`config.mk`:
```
export PLATFORM = sky130hd
export DESIGN_NAME = color_blob_tracker_pan_tilt
export DESIGN_NICKNAME = d
export VERILOG_FILES = /design/src/rtl/cbt_pkg.sv /design/src/rtl/cbt_regs.sv /design/src/rtl/cbt_ctrl.sv /design/src/rtl/cbt_dp.sv /design/src/rtl/color_blob_tracker_pan_tilt.sv
export VERILOG_INCLUDE_DIRS = /design/src /design/src/rtl
export SDC_FILE = /design/constraint.sdc
export NUM_CORES = 1
export LEC_CHECK = 0
export BUFFER_PORTS_ARGS = -buffer_cell sky130_fd_sc_hd__clkbuf_2
export CAP_MARGIN = 10
export CORE_ASPECT_RATIO = 0.7
export CORE_UTILIZATION = 58
export DETAILED_ROUTE_END_ITERATION = 8
export GPL_TIMING_DRIVEN = 0
export PLACE_DENSITY = 0.78
export SLEW_MARGIN = 15
export SYNTH_ARGS = -nofsm -noshare
export SYNTH_HDL_FRONTEND = slang
export SYNTH_SLANG_ARGS = --single-unit
```
`constraint.sdc`:
```
create_clock -name clk -period 7 [get_ports clk]
set_clock_uncertainty 0.15 [all_clocks]
set_input_delay 0 -clock clk [delete_from_list [all_inputs] [get_ports clk]]
set_output_delay 0 -clock clk [all_outputs]
set_load 0.05 [all_outputs]
```
`src/rtl/color_blob_tracker_pan_tilt_macros.svh`:
```
// assertion helpers for the tracker, clocked on clk and disabled in reset
`ifndef COLOR_BLOB_TRACKER_PAN_TILT_MACROS_SVH
`define COLOR_BLOB_TRACKER_PAN_TILT_MACROS_SVH

`define CBT_ASSERT_IMPLIES(label, ante, cons, msg) \
	label: assert property (@(posedge clk) disable iff (!arst_n) (ante) |-> (cons)) \
		else $error(msg);

`define CBT_ASSERT_NEXT(label, ante, cons, msg) \
	label: assert property (@(posedge clk) disable iff (!arst_n) (ante) |=> (cons)) \
		else $error(msg);

`endif

```
`src/rtl/cbt_pkg.sv`:
```
package cbt_pkg;

	localparam int CFG_INDEX_W = 4;
	localparam int CFG_DATA_W  = 19;

	localparam logic [CFG_INDEX_W-1:0] REG_PIXELS_PER_LINE = 4'd0;
	localparam logic [CFG_INDEX_W-1:0] REG_LINES_PER_FRAME = 4'd1;
	localparam logic [CFG_INDEX_W-1:0] REG_RED_LOW         = 4'd2;
	localparam logic [CFG_INDEX_W-1:0] REG_RED_HIGH        = 4'd3;
	localparam logic [CFG_INDEX_W-1:0] REG_GREEN_HIGH      = 4'd4;
	localparam logic [CFG_INDEX_W-1:0] REG_BLUE_LOW        = 4'd5;
	localparam logic [CFG_INDEX_W-1:0] REG_BLUE_HIGH       = 4'd6;
	localparam logic [CFG_INDEX_W-1:0] REG_MIN_COUNT       = 4'd7;

	localparam logic [7:0] GRAY_R_WT = 8'd54;
	localparam logic [7:0] GRAY_G_WT = 8'd183;
	localparam logic [7:0] GRAY_B_WT = 8'd19;

	localparam logic [18:0] COUNT_MAX = 19'h7FFFF;
	localparam logic [27:0] SUM_MAX   = 28'hFFFFFFF;

	localparam logic [16:0] PAN_CENTER = 17'd110100;
	localparam logic [16:0] PAN_MIN    = 17'd107100;
	localparam logic [16:0] PAN_MAX    = 17'd113100;
	localparam logic [17:0] TILT_MIN   = 18'd112600;
	localparam logic [17:0] TILT_MAX   = 18'd152100;
	localparam logic [17:0] TILT_RESET = 18'd132350;

	localparam int DIV_STEPS = 28;
	localparam int DIV_CNT_W = $clog2(DIV_STEPS);

	typedef struct packed {
		logic [9:0]  pixels_per_line;
		logic [8:0]  lines_per_frame;
		logic [7:0]  red_low;
		logic [7:0]  red_high;
		logic [7:0]  green_high;
		logic [7:0]  blue_low;
		logic [7:0]  blue_high;
		logic [18:0] min_count;
	} cfg_t;

	typedef struct packed {
		logic take;
		logic div_load;
		logic div_step;
		logic scale;
		logic finish;
		logic load_out;
	} ctrl_cmd_t;

	typedef struct packed {
		logic hit_detect;
		logic div_last;
		logic out_busy;
	} dp_status_t;

endpackage

```
`src/rtl/cbt_regs.sv`:
```
module cbt_regs
	import cbt_pkg::*;
(
	input  logic                   clk,
	input  logic                   arst_n,
	input  logic                   cfg_valid,
	output logic                   cfg_ready,
	input  logic [CFG_INDEX_W-1:0] cfg_index,
	input  logic [CFG_DATA_W-1:0]  cfg_data,
	output cfg_t                   cfg
);

	cfg_t cfg_q;

	assign cfg_ready = 1'b1;
	assign cfg = cfg_q;

	always_ff @(posedge clk or negedge arst_n) begin
		if (!arst_n) begin
			cfg_q.pixels_per_line <= 10'd640;
			cfg_q.lines_per_frame <= 9'd480;
			cfg_q.red_low         <= 8'd60;
			cfg_q.red_high        <= 8'd100;
			cfg_q.green_high      <= 8'd40;
			cfg_q.blue_low        <= 8'd20;
			cfg_q.blue_high       <= 8'd60;
			cfg_q.min_count       <= 19'd100;
		end else if (cfg_valid) begin
			case (cfg_index)
				REG_PIXELS_PER_LINE: cfg_q.pixels_per_line <= cfg_data[9:0];
				REG_LINES_PER_FRAME: cfg_q.lines_per_frame <= cfg_data[8:0];
				REG_RED_LOW:         cfg_q.red_low         <= cfg_data[7:0];
				REG_RED_HIGH:        cfg_q.red_high        <= cfg_data[7:0];
				REG_GREEN_HIGH:      cfg_q.green_high      <= cfg_data[7:0];
				REG_BLUE_LOW:        cfg_q.blue_low        <= cfg_data[7:0];
				REG_BLUE_HIGH:       cfg_q.blue_high       <= cfg_data[7:0];
				REG_MIN_COUNT:       cfg_q.min_count       <= cfg_data[18:0];
				default: begin
				end
			endcase
		end
	end

endmodule

```
`src/rtl/cbt_ctrl.sv`:
```
module cbt_ctrl
	import cbt_pkg::*;
(
	input  logic       clk,
	input  logic       arst_n,
	input  logic       pixel_valid,
	output logic       pixel_stall,
	input  dp_status_t sts,
	output ctrl_cmd_t  cmd
);

	localparam logic [1:0] ST_IDLE   = 2'd0;
	localparam logic [1:0] ST_DIV    = 2'd1;
	localparam logic [1:0] ST_SCALE  = 2'd2;
	localparam logic [1:0] ST_FINISH = 2'd3;

	logic [1:0] state_q;
	logic [1:0] state_nxt;

	always_comb begin
		cmd         = '0;
		pixel_stall = 1'b1;
		state_nxt   = state_q;
		case (state_q)
			ST_IDLE: begin
				pixel_stall  = sts.out_busy;
				cmd.take     = pixel_valid && !sts.out_busy;
				cmd.div_load = cmd.take && sts.hit_detect;
				cmd.load_out = cmd.take && !sts.hit_detect;
				if (cmd.div_load) begin
					state_nxt = ST_DIV;
				end
			end
			ST_DIV: begin
				cmd.div_step = 1'b1;
				if (sts.div_last) begin
					state_nxt = ST_SCALE;
				end
			end
			ST_SCALE: begin
				cmd.scale = 1'b1;
				state_nxt = ST_FINISH;
			end
			ST_FINISH: begin
				if (!sts.out_busy) begin
					cmd.finish   = 1'b1;
					cmd.load_out = 1'b1;
					state_nxt    = ST_IDLE;
				end
			end
			default: begin
				state_nxt = ST_IDLE;
			end
		endcase
	end

	always_ff @(posedge clk or negedge arst_n) begin
		if (!arst_n) begin
			state_q <= ST_IDLE;
		end else begin
			state_q <= state_nxt;
		end
	end

endmodule

```
`src/rtl/cbt_dp.sv`:
```
module cbt_dp
	import cbt_pkg::*;
#(
	parameter int MAX_LINE_PIXELS = 640,
	parameter int MAX_FRAME_LINES = 480
) (
	input  logic        clk,
	input  logic        arst_n,
	input  cfg_t        cfg,
	input  ctrl_cmd_t   cmd,
	output dp_status_t  sts,
	input  logic [15:0] pixel,
	input  logic        result_stall,
	output logic        result_valid,
	output logic [7:0]  gray,
	output logic        frame_done,
	output logic        detected,
	output logic [8:0]  center_line,
	output logic [9:0]  center_pixel,
	output logic [16:0] pan_drive,
	output logic [17:0] tilt_drive
);

	logic [9:0]  ppl;
	logic [8:0]  lpf;
	logic [7:0]  r, g, b;
	logic [15:0] gray_sum;
	logic [7:0]  gray_pix;
	logic        match;
	logic        end_line, end_frame;

	logic [8:0]  line_q;
	logic [9:0]  col_q;
	logic [18:0] count_q, count_nxt;
	logic [27:0] line_sum_q, line_sum_nxt;
	logic [27:0] col_sum_q, col_sum_nxt;
	logic [28:0] line_sum_ext, col_sum_ext;
	logic [17:0] tilt_q, tilt_nxt;
	logic [16:0] pan_q, pan_nxt;

	logic [27:0]          dvd_line_q, dvd_col_q;
	logic [18:0]          divisor_q;
	logic [18:0]          rem_line_q, rem_col_q;
	logic [19:0]          try_line, try_col;
	logic                 ge_line, ge_col;
	logic [DIV_CNT_W-1:0] div_cnt_q;
	logic [7:0]           gray_hold_q;

	logic signed [35:0] diff_line, diff_col;
	logic signed [35:0] ofs_line_s1, ofs_col_s1;
	logic signed [35:0] tilt_sum, pan_sum;

	logic        result_valid_q;
	logic [7:0]  gray_q;
	logic        frame_done_q, detected_q;
	logic [8:0]  center_line_q;
	logic [9:0]  center_pixel_q;
	logic [16:0] pan_out_q;
	logic [17:0] tilt_out_q;

	// frame size, zero acts as one and large values stop at the limit
	always_comb begin
		if (cfg.pixels_per_line == '0) begin
			ppl = 10'd1;
		end else if (int'(cfg.pixels_per_line) > MAX_LINE_PIXELS) begin
			ppl = 10'(MAX_LINE_PIXELS);
		end else begin
			ppl = cfg.pixels_per_line;
		end
		if (cfg.lines_per_frame == '0) begin
			lpf = 9'd1;
		end else if (int'(cfg.lines_per_frame) > MAX_FRAME_LINES) begin
			lpf = 9'(MAX_FRAME_LINES);
		end else begin
			lpf = cfg.lines_per_frame;
		end
	end

	assign r = {pixel[15:11], 3'b000};
	assign g = {pixel[10:5], 2'b00};
	assign b = {pixel[4:0], 3'b000};

	assign gray_sum = 16'(r) * 16'(GRAY_R_WT) + 16'(g) * 16'(GRAY_G_WT)
		+ 16'(b) * 16'(GRAY_B_WT);
	assign gray_pix = gray_sum[15:8];

	assign match = (cfg.red_low < r) && (r < cfg.red_high)
		&& (g != '0) && (g < cfg.green_high)
		&& (cfg.blue_low < b) && (b < cfg.blue_high);

	assign line_sum_ext = 29'(line_sum_q) + 29'(line_q);
	assign col_sum_ext  = 29'(col_sum_q) + 29'(col_q);

	always_comb begin
		count_nxt    = count_q;
		line_sum_nxt = line_sum_q;
		col_sum_nxt  = col_sum_q;
		if (match) begin
			count_nxt    = (count_q == COUNT_MAX) ? COUNT_MAX : count_q + 19'd1;
			line_sum_nxt = line_sum_ext[28] ? SUM_MAX : line_sum_ext[27:0];
			col_sum_nxt  = col_sum_ext[28] ? SUM_MAX : col_sum_ext[27:0];
		end
	end

	assign end_line  = (11'(col_q) + 11'd1) >= 11'(ppl);
	assign end_frame = end_line && ((10'(line_q) + 10'd1) >= 10'(lpf));

	assign sts.hit_detect = end_frame && (count_nxt > cfg.min_count);
	assign sts.div_last   = div_cnt_q == DIV_CNT_W'(DIV_STEPS - 1);
	assign sts.out_busy   = result_valid_q && result_stall;

	// shared restoring divider, one quotient bit per step for both sums
	assign try_line = {rem_line_q, dvd_line_q[27]};
	assign try_col  = {rem_col_q, dvd_col_q[27]};
	assign ge_line  = try_line >= {1'b0, divisor_q};
	assign ge_col   = try_col >= {1'b0, divisor_q};

	assign diff_line = $signed({8'd0, dvd_line_q}) - $signed({28'd0, lpf[8:1]});
	assign diff_col  = $signed({8'd0, dvd_col_q}) - $signed({27'd0, ppl[9:1]});

	assign tilt_sum = $signed({18'd0, tilt_q}) + ofs_line_s1;
	assign pan_sum  = $signed({19'd0, PAN_CENTER}) + ofs_col_s1;

	always_comb begin
		if (tilt_sum < $signed({18'd0, TILT_MIN})) begin
			tilt_nxt = TILT_MIN;
		end else if (tilt_sum > $signed({18'd0, TILT_MAX})) begin
			tilt_nxt = TILT_MAX;
		end else begin
			tilt_nxt = tilt_sum[17:0];
		end
		if (pan_sum < $signed({19'd0, PAN_MIN})) begin
			pan_nxt = PAN_MIN;
		end else if (pan_sum > $signed({19'd0, PAN_MAX})) begin
			pan_nxt = PAN_MAX;
		end else begin
			pan_nxt = pan_sum[16:0];
		end
	end

	always_ff @(posedge clk or negedge arst_n) begin
		if (!arst_n) begin
			line_q         <= '0;
			col_q          <= '0;
			count_q        <= '0;
			line_sum_q     <= '0;
			col_sum_q      <= '0;
			tilt_q         <= TILT_RESET;
			pan_q          <= PAN_CENTER;
			div_cnt_q      <= '0;
			result_valid_q <= 1'b0;
		end else begin
			if (cmd.take) begin
				if (end_frame) begin
					line_q     <= '0;
					col_q      <= '0;
					count_q    <= '0;
					line_sum_q <= '0;
					col_sum_q  <= '0;
				end else begin
					count_q    <= count_nxt;
					line_sum_q <= line_sum_nxt;
					col_sum_q  <= col_sum_nxt;
					if (end_line) begin
						col_q  <= '0;
						line_q <= line_q + 9'd1;
					end else begin
						col_q <= col_q + 10'd1;
					end
				end
			end
			if (cmd.div_load) begin
				div_cnt_q <= '0;
			end else if (cmd.div_step) begin
				div_cnt_q <= div_cnt_q + DIV_CNT_W'(1);
			end
			if (cmd.finish) begin
				tilt_q <= tilt_nxt;
				pan_q  <= pan_nxt;
			end
			if (cmd.load_out) begin
				result_valid_q <= 1'b1;
			end else if (!result_stall) begin
				result_valid_q <= 1'b0;
			end
		end
	end

	always_ff @(posedge clk) begin
		if (cmd.div_load) begin
			dvd_line_q  <= line_sum_nxt;
			dvd_col_q   <= col_sum_nxt;
			divisor_q   <= count_nxt;
			rem_line_q  <= '0;
			rem_col_q   <= '0;
			gray_hold_q <= gray_pix;
		end else if (cmd.div_step) begin
			rem_line_q <= ge_line ? 19'(try_line - {1'b0, divisor_q}) : try_line[18:0];
			rem_col_q  <= ge_col ? 19'(try_col - {1'b0, divisor_q}) : try_col[18:0];
			dvd_line_q <= {dvd_line_q[26:0], ge_line};
			dvd_col_q  <= {dvd_col_q[26:0], ge_col};
		end
		if (cmd.scale) begin
			ofs_line_s1 <= (diff_line <<< 2) + (diff_line <<< 1);
			ofs_col_s1  <= (diff_col <<< 2) + (diff_col <<< 1);
		end
		if (cmd.load_out) begin
			if (cmd.finish) begin
				gray_q         <= gray_hold_q;
				frame_done_q   <= 1'b1;
				detected_q     <= 1'b1;
				center_line_q  <= dvd_line_q[8:0];
				center_pixel_q <= dvd_col_q[9:0];
				pan_out_q      <= pan_nxt;
				tilt_out_q     <= tilt_nxt;
			end else begin
				gray_q         <= gray_pix;
				frame_done_q   <= end_frame;
				detected_q     <= 1'b0;
				center_line_q  <= '0;
				center_pixel_q <= '0;
				pan_out_q      <= pan_q;
				tilt_out_q     <= tilt_q;
			end
		end
	end

	assign result_valid = result_valid_q;
	assign gray         = gray_q;
	assign frame_done   = frame_done_q;
	assign detected     = detected_q;
	assign center_line  = center_line_q;
	assign center_pixel = center_pixel_q;
	assign pan_drive    = pan_out_q;
	assign tilt_drive   = tilt_out_q;

endmodule

```
`src/rtl/color_blob_tracker_pan_tilt.sv`:
```
// Color blob tracker with pan/tilt drive. Each accepted RGB565 pixel gives one result
// (gray value, frame flags, centroid, pan and tilt drive) from a single output register,
// and the next pixel is taken in the next cycle, so a stream runs at one pixel per clock
// while the result side keeps up. The last pixel of a frame whose match count exceeds
// min_count instead goes through the shared restoring divider, which forms both centroid
// coordinates one quotient bit per cycle, then a step that scales the offsets and a step
// that clamps and loads pan and tilt when the output is free; meanwhile no pixel is accepted.
// Registers are written through the configuration channel, which is always ready.
`include "color_blob_tracker_pan_tilt_macros.svh"

module color_blob_tracker_pan_tilt
	import cbt_pkg::*;
#(
	parameter int MAX_LINE_PIXELS = 640,
	parameter int MAX_FRAME_LINES = 480
) (
	input  logic                   clk,
	input  logic                   arst_n,
	input  logic                   cfg_valid,
	output logic                   cfg_ready,
	input  logic [CFG_INDEX_W-1:0] cfg_index,
	input  logic [CFG_DATA_W-1:0]  cfg_data,
	input  logic                   pixel_valid,
	output logic                   pixel_stall,
	input  logic [15:0]            pixel,
	output logic                   result_valid,
	input  logic                   result_stall,
	output logic [7:0]             gray,
	output logic                   frame_done,
	output logic                   detected,
	output logic [8:0]             center_line,
	output logic [9:0]             center_pixel,
	output logic [16:0]            pan_drive,
	output logic [17:0]            tilt_drive
);

	cfg_t       cfg;
	ctrl_cmd_t  cmd;
	dp_status_t sts;

	cbt_regs u_regs (
		.clk       (clk),
		.arst_n    (arst_n),
		.cfg_valid (cfg_valid),
		.cfg_ready (cfg_ready),
		.cfg_index (cfg_index),
		.cfg_data  (cfg_data),
		.cfg       (cfg)
	);

	cbt_ctrl u_ctrl (
		.clk         (clk),
		.arst_n      (arst_n),
		.pixel_valid (pixel_valid),
		.pixel_stall (pixel_stall),
		.sts         (sts),
		.cmd         (cmd)
	);

	cbt_dp #(
		.MAX_LINE_PIXELS (MAX_LINE_PIXELS),
		.MAX_FRAME_LINES (MAX_FRAME_LINES)
	) u_dp (
		.clk          (clk),
		.arst_n       (arst_n),
		.cfg          (cfg),
		.cmd          (cmd),
		.sts          (sts),
		.pixel        (pixel),
		.result_stall (result_stall),
		.result_valid (result_valid),
		.gray         (gray),
		.frame_done   (frame_done),
		.detected     (detected),
		.center_line  (center_line),
		.center_pixel (center_pixel),
		.pan_drive    (pan_drive),
		.tilt_drive   (tilt_drive)
	);

	`CBT_ASSERT_IMPLIES(a_det_on_frame_end, result_valid && detected, frame_done, "detected without frame end")
	`CBT_ASSERT_IMPLIES(a_no_take_busy, cmd.div_step || cmd.scale, pixel_stall, "pixel taken during division")
	`CBT_ASSERT_NEXT(a_div_after_hit, cmd.div_load, cmd.div_step, "division did not start")
	`CBT_ASSERT_IMPLIES(a_pan_range, result_valid, pan_drive >= PAN_MIN && pan_drive <= PAN_MAX, "pan out of range")

endmodule
```
==> results of run 1 <==
==> area by class of cell <==
type | instances | area (µm²) | share of cell area
Multi-Input combinational cell | 2552 | 17900 | 0.510
Sequential cell | 456 | 12300 | 0.350
Clock buffer | 68 | 1370 | 0.0389
Timing Repair Buffer | 153 | 1100 | 0.0313
Tap cell | 730 | 913 | 0.0260
Inverter | 232 | 871 | 0.0248
Buffer | 112 | 500 | 0.0142
Clock inverter | 17 | 136 | 0.00388
==> cell families (layout without fill, tap and decap cells) <==
kind of cell | Yosys count | after routing
AO/OA/AOI/OAI | 909 | 909
adder cells (fa/ha/maj) | 329 | 329
buffers and inverters | 344 | 582
AND/OR/NAND/NOR | 994 | 995
flip-flops | 456 | 456
other | 1 | 1
XOR/XNOR | 220 | 220
multiplexers | 98 | 98
==> worst reg2reg max path: cells and delay by family (launching register included) <==
kind                       cells  cell delay [ns]
adders and majority gates      2             0.50
DFF                            1             0.51
buffers and inverters          7             1.55
AOI/OAI and AO/OA              8             1.90
and+or+nand+nor                7             1.88
==> state kept, by name (all words and copies together) (netlist names), 19 cells and up <==
register and cells:
u_dp.col_sum_q 28, u_dp.line_sum_q 28, u_dp.divisor_q 19, u_dp.dvd_col_q 28
u_dp.rem_line_q 19, u_dp.ofs_col_s1 31, u_dp.dvd_line_q 28, u_dp.ofs_line_s1 31
u_dp.count_q 19, u_dp.rem_col_q 19, u_regs.cfg 72
==> final timing paths <==
kind | from | end | slack (ns) | cells past startpoint
hold reg to reg | u_dp.pan_q[0] | u_dp.pan_q[0] | 0.33 | 1
min in group asynchronous | arst_n | u_regs.cfg[5] | 0.49 | 3
max in group asynchronous | arst_n | u_dp.pan_q[11] | 5.32 | 5
hold / removal | cfg_data[12] | u_regs.cfg[12] | 0.04 | 4
setup reg to reg | u_regs.cfg[22] | u_dp.gray_hold_q[3] | 0.12 | 24
setup / recovery | u_regs.cfg[22] | u_dp.gray_hold_q[3] | 0.12 | 24
==> power groups by stage <==
stage / Combinational, µW / Sequential [µW] / Clock [µW]
2_1_floorplan: 6330 / 4720 / 0
3_3_place_gp: 8260 / 4590 / 0
3_5_place_dp: 8520 / 4580 / 0
4_1_cts: 8630 / 4530 / 2540
5_1_grt: 9750 / 4610 / 2640
6_report: 8740 / 4550 / 2500
==> stage by stage <==
step	setup slack, ns	total power (µW)	area [µm²]
after floorplan	0.414	11100	31500
after global placement	-2.81	12800	33000
after detailed placement	-0.864	13100	33200
after CTS	0.0543	15700	35100
after global routing	-0.0244	17000	35100
final	0.124	15800	35100
==> cells in the mapped netlist (38+ instances only) <==
library cell  instances
a21oi_1             278
nand2_1             303
mux2i_1              46
nor2_1              223
nand2b_1             39
dfxtp_1              38
o21ai_0             253
xor2_1               73
inv_1               232
mux2_2               52
o21a_1               58
a31oi_1              38
and3_1               54
nor3_1               66
nand4_1              38
dfrtp_1             170
nand3_1             111
edfxtp_1            209
ha_1                294
dfstp_2              39
clkbuf_1             79
a21o_1               70
xnor2_1             146
==> cell usage in the layout, fill, tap and decap left out, types with 73 or more instances in the layout <==
master    count
inv_1       231
nor2_1      222
o21ai_0     252
clkbuf_1     85
xnor2_1     146
edfxtp_1    209
nand3_1     111
ha_1        293
dfrtp_1     170
nand2_1     302
clkbuf_2    116
xor2_1       73
a21oi_1     278
==> what timing repair did <==
item                                    CTS  global route
resized for setup                         9            17
hold endpoints to repair                214             0
endpoints found under the setup margin  218           180
gates cloned                              1             0
hold buffers                             37             0
==> routing by layer <==
layer | vias to the layer above | share of wire | global-route usage
li1 | 12500 | - | -
met1 | 12600 | 0.46 | 0.470
met2 | 1215 | 0.41 | 0.449
met3 | 150 | 0.10 | 0.0671
met4 | 0 | 0.027 | 0.0818
met5 | - | 0 | 0
==> results.json, run 1 <==
{
  "path_cells": "inv_1 -> ha_1 -> nor4b_1 -> o21a_1 -> o21a_1 -> o21a_1 -> o21a_1 -> or4_1 -> buf_6 -> nor3_2 -> buf_2 -> nand2_1 -> a21boi_1 -> ha_1 -> nand4_1 -> o211ai_1 -> o21bai_1 -> o311ai_4 -> nor3_4 -> nand2_1 -> inv_2 -> clkbuf_2 -> buf_2 -> buf_12",
  "synth_top_cell_by_area": "edfxtp_1",
  "swShare": 0.432,
  "io_pins": 111,
  "vdd_drop_max_uv": 365,
  "yosys_warnings": 0,
  "synth_fa_ha_area_frac": 0.139,
  "slowest_stage": "or4_1",
  "clk_pin_slew_ns": 0.07,
  "fmax_mhz": 145,
  "cpPeakStageDelay_ns": 0.55,
  "drt_first_pass_iters": 6,
  "cap_violations": 0,
  "setup_viol": 0,
  "place_congestion": 0.961,
  "cts_buffers": 46,
  "synthSimpleGateAreaFrac": 0.154,
  "synth.area.top_cells": "edfxtp_1 20%, dfrtp_1 13%, ha_1 12%",
  "grt_pass1_vias": 24700,
  "criticalPathCategory": "reg -> reg",
  "vias": 26500,
  "drv_slew": 0,
  "path_max_fanout": 32,
  "worstPathArrival_ns": 6.99,
  "clock-sinks": 456,
  "pwr-share-comb": 0.553,
  "ys_types": 91,
  "synth_top_family_by_area": "compound AO/OA/AOI/OAI gates",
  "fin_crit_ns": 6.88,
  "nFillCells": 4408,
  "endpoint_kind": "flip-flop",
  "ctsLongestPathBuffers": 3,
  "seq_area_frac_synth": 0.391,
  "detail-route-antenna-nets": 0,
  "tritoncts": "built",
  "dieHeight_um": 197,
  "synth-xor-area-share": 0.0616,
  "p_sw_uw": 6820,
  "hold_path.class": "in -> reg",
  "p_leak_uw": 0.0151,
  "grt_use_total": 0.311,
  "die_width_um": 281,
  "outcome": "complete, no violations",
  "async_flop_share": 0.458,
  "syn-cell-area_um2": 31500,
  "tns_ns": 0,
  "dp_cells": 4197,
  "post_cts_buffers": 0,
  "grt_pass1_wl_mm": 135,
  "rows": 71,
  "fin_hold_ws_ns": 0.0396,
  "die-area_um2": 55300,
  "cp_top_family": "compound AO/OA/AOI/OAI gates",
  "finalCritPeriodShare": 0.982,
  "synth-main-ff-cell": "edfxtp_1",
  "p_seq_frac": 0.288,
  "grt_start_max_net_pins": 73,
  "coreArea_um2": 53700,
  "antenna_cells": 0,
  "wl_per_cell_um": 19.9,
  "postSynthCellCount": 3351,
  "grt-ovfl-total": 0,
  "drive_gt1_frac": 0.100,
  "clkPwrFrac": 0.158,
  "hold_viol": 0,
  "clk_latency_ns": 0.58,
  "htreeDepth": 2,
  "fin_cells": 4320,
  "synth_edf_count": 209,
  "power_density_nw_per_um2": 450,
  "maxSlewHeadroom": 0.284,
  "synth_top_area_share": 0.199,
  "syn2layout_area_growth_pct": 11.5,
  "syn_area_per_cell_um2": 9.41,
  "synth_mux_area_frac": 0.0332,
  "antenna_found_initial": 0,
  "syn_nets": 3724,
  "root_buffer": "clkbuf_16",
  "cp.required_ns": 7.11,
  "path_buf_inv": 7,
  "wl_mm": 86.0,
  "yosys_register_bits": 456,
  "utilization": 0.655,
  "io_buffer_count": 109,
  "final_net_count": 3926,
  "tightest_slew_ns": 1.07,
  "internal-power_uw": 8980,
  "dp_hpwl_mm": 64.9,
  "cpMostUsedCell": "o21a_1",
  "vias_per_cell": 6.13,
  "cp-start-kind": "flip-flop",
  "synth-compound-area-share": 0.178,
  "start_util": 0.588,
  "drtIter0Drc": 2628,
  "drc_errors": 0
}
No activity file was read; power rests on OpenSTA's default activity.
==> run 2, diff against run 1 <==
--- a/config.mk
+++ b/config.mk
@@ -9,10 +9,9 @@
 export BUFFER_PORTS_ARGS = -buffer_cell sky130_fd_sc_hd__clkbuf_2
 export CAP_MARGIN = 10
 export CORE_ASPECT_RATIO = 0.7
-export CORE_UTILIZATION = 58
+export CORE_UTILIZATION = 30
 export DETAILED_ROUTE_END_ITERATION = 8
 export GPL_TIMING_DRIVEN = 0
-export PLACE_DENSITY = 0.78
 export SLEW_MARGIN = 15
 export SYNTH_ARGS = -nofsm -noshare
 export SYNTH_HDL_FRONTEND = slang
==> run 2 against run 1 <==
Against the previous run: utilization shrank 31 points; global-route usage shrank 14 points; wire length grew 6.2%; largest power group unchanged; highest routed layer is now met5.
==> results.json, run 2 (synthesis results as in run 1) <==
{
  "fmax_mhz": 146,
  "largest_register_ffs": 72,
  "critPathLaunch": "u_regs.cfg[22]",
  "ctsLongestPathBuffers": 3,
  "clock-sinks": 456,
  "cp.required_ns": 7.26,
  "power_density_nw_per_um2": 448,
  "utilization": 0.349,
  "dpl_cell_area_um2": 34000,
  "wl_mm": 91.3,
  "p_total_uw": 16300,
  "drt_first_pass_iters": 8,
  "design_area_um2": 36400,
  "detail-route-antenna-nets": 0,
  "rows": 99,
  "vdd_drop_max_uv": 250,
  "rsz0062_at_grt": "yes",
  "final_common_cell": "nand2_1",
  "wl_per_cell_um": 18.2,
  "fin_crit_ns": 6.85,
  "path_max_fanout": 10,
  "dp_hpwl_mm": 70.4,
  "finalCritPeriodShare": 0.978,
  "min-delay-start": "pixel[10]",
  "setup_viol": 0,
  "root_buffer": "clkbuf_16",
  "cts_buffers": 51,
  "outcome": "complete, no violations",
  "cp-start-kind": "flip-flop",
  "slowest_stage": "or4_1",
  "drive_gt1_frac": 0.104,
  "die_width_um": 389,
  "hold-path-cell-count": 3,
  "grt_pass1_vias": 24600,
  "drtIter0Drc": 2467,
  "io_buffer_count": 109,
  "io_pins": 111,
  "vias": 25800,
  "vias_per_cell": 5.14,
  "maxSlewHeadroom": 0.217,
  "worstRegToRegCells": 25,
  "hold_path.class": "in -> reg",
  "antenna_found_initial": 5,
  "htreeDepth": 2,
  "drc_errors": 0,
  "grt_start_max_net_pins": 78,
  "place_congestion": 0.915,
  "place_worst_setup_slack_ns": -1.16,
  "coreArea_um2": 104000,
  "cap_violations": 0,
  "nFillCells": 10600,
  "reg2reg_from": "u_regs.cfg[22]",
  "grt_pass1_wl_mm": 143,
  "r2r-end": "u_dp.dvd_col_q[1]",
  "clk_pin_slew_ns": 0.06,
  "final_cell_mix": "302 x nand2_1, 293 x ha_1, 278 x a21oi_1",
  "path_buf_inv": 6,
  "start_util": 0.303,
  "dieHeight_um": 273,
  "regToRegSetupSlack_ns": 0.15,
  "cp_top_family": "compound AO/OA/AOI/OAI gates",
  "drv_slew": 0,
  "syn2layout_area_growth_pct": 15.5,
  "worstPathArrival_ns": 7.11,
  "clk_latency_ns": 0.64,
  "worstSetupPathDepth": 25,
  "die-area_um2": 106000,
  "endpoint_kind": "flip-flop",
  "final_net_count": 3942,
  "tightest_slew_ns": 1.18,
  "grt_use_total": 0.170,
  "setup_slack_ns": 0.152,
  "cpMostUsedCell": "o21a_1",
  "criticalPathCategory": "reg -> reg",
  "tritoncts": "built",
  "cpPeakStageDelay_ns": 0.58,
  "cp-endpoint": "u_dp.dvd_col_q[1]",
  "grt-ovfl-total": 0,
  "hold_viol": 0,
  "p_leak_uw": 0.0152
}
==> run 2: worst min-delay path by stage <==
| stage | to | slack (ns) |
|---|---|---|
| after global routing | u_regs.cfg[9] | 0.12 |
| after CTS | u_dp.gray_hold_q[7] | 0.06 |
| after floorplan | u_ctrl.state_q[0] | -0.45 |
| final | u_dp.gray_hold_q[7] | 0.08 |
| after detailed placement | u_dp.pan_q[14] | -0.11 |
| after global placement | u_regs.cfg[15] | 0.06 |
==> run 2: timing repair <==
item	4_1_cts	5_1_grt
setup endpoints to repair	219	171
hold endpoints to repair	280	0
buffers inserted	0	3
hold buffers	47	0
gates resized for setup	15	12
==> run 2: per-stage QoR <==
step | std cells | setup TNS [ns] | hold slack (ns)
6_report | 5028 | 0 | 0.0804
2_1_floorplan | 3351 | 0 | -0.446
4_1_cts | 5024 | 0 | 0.0593
3_5_place_dp | 4881 | -99.28 | -0.112
3_3_place_gp | 4874 | -445.12 | 0.0580
5_1_grt | 5026 | -1.66 | 0.118
==> run 2: worst reg2reg max path: cells and delay by family, from the launching register on <==
family | cells | cell delay, ns
AND/OR/NAND/NOR | 6 | 1.46
AO/OA/AOI/OAI | 11 | 2.61
adder cells (fa/ha/maj) | 2 | 0.59
flip-flops | 1 | 0.51
buffers and inverters | 6 | 1.30
==> run 2: final cells by class <==
cell class / instances / area, µm² / share of cell area
well taps: 1414 / 1770 / 0.0486
clock inverters: 27 / 353 / 0.00969
multi-input cells: 2551 / 17900 / 0.492
clock buffers: 69 / 1450 / 0.0399
diodes: 2 / 5.00 / 0.000137
repair buffers: 166 / 1220 / 0.0335
flip-flops and latches: 456 / 12300 / 0.338
inverters: 232 / 871 / 0.0239
plain buffers: 111 / 499 / 0.0137
==> run 2: routing by layer <==
layer	global-route usage	vias up	share of wire
li1	-	12600	-
met3	0.0388	133	0.077
met5	0	-	0.00014
met4	0.0528	2	0.030
met2	0.238	778	0.39
met1	0.256	12400	0.50
==> run 2: report_power, final <==
part	internal, µW	total [µW]	switching, µW
Clock	1700	2920	1220
Combinational	3540	8850	5310
Sequential	4020	4550	523
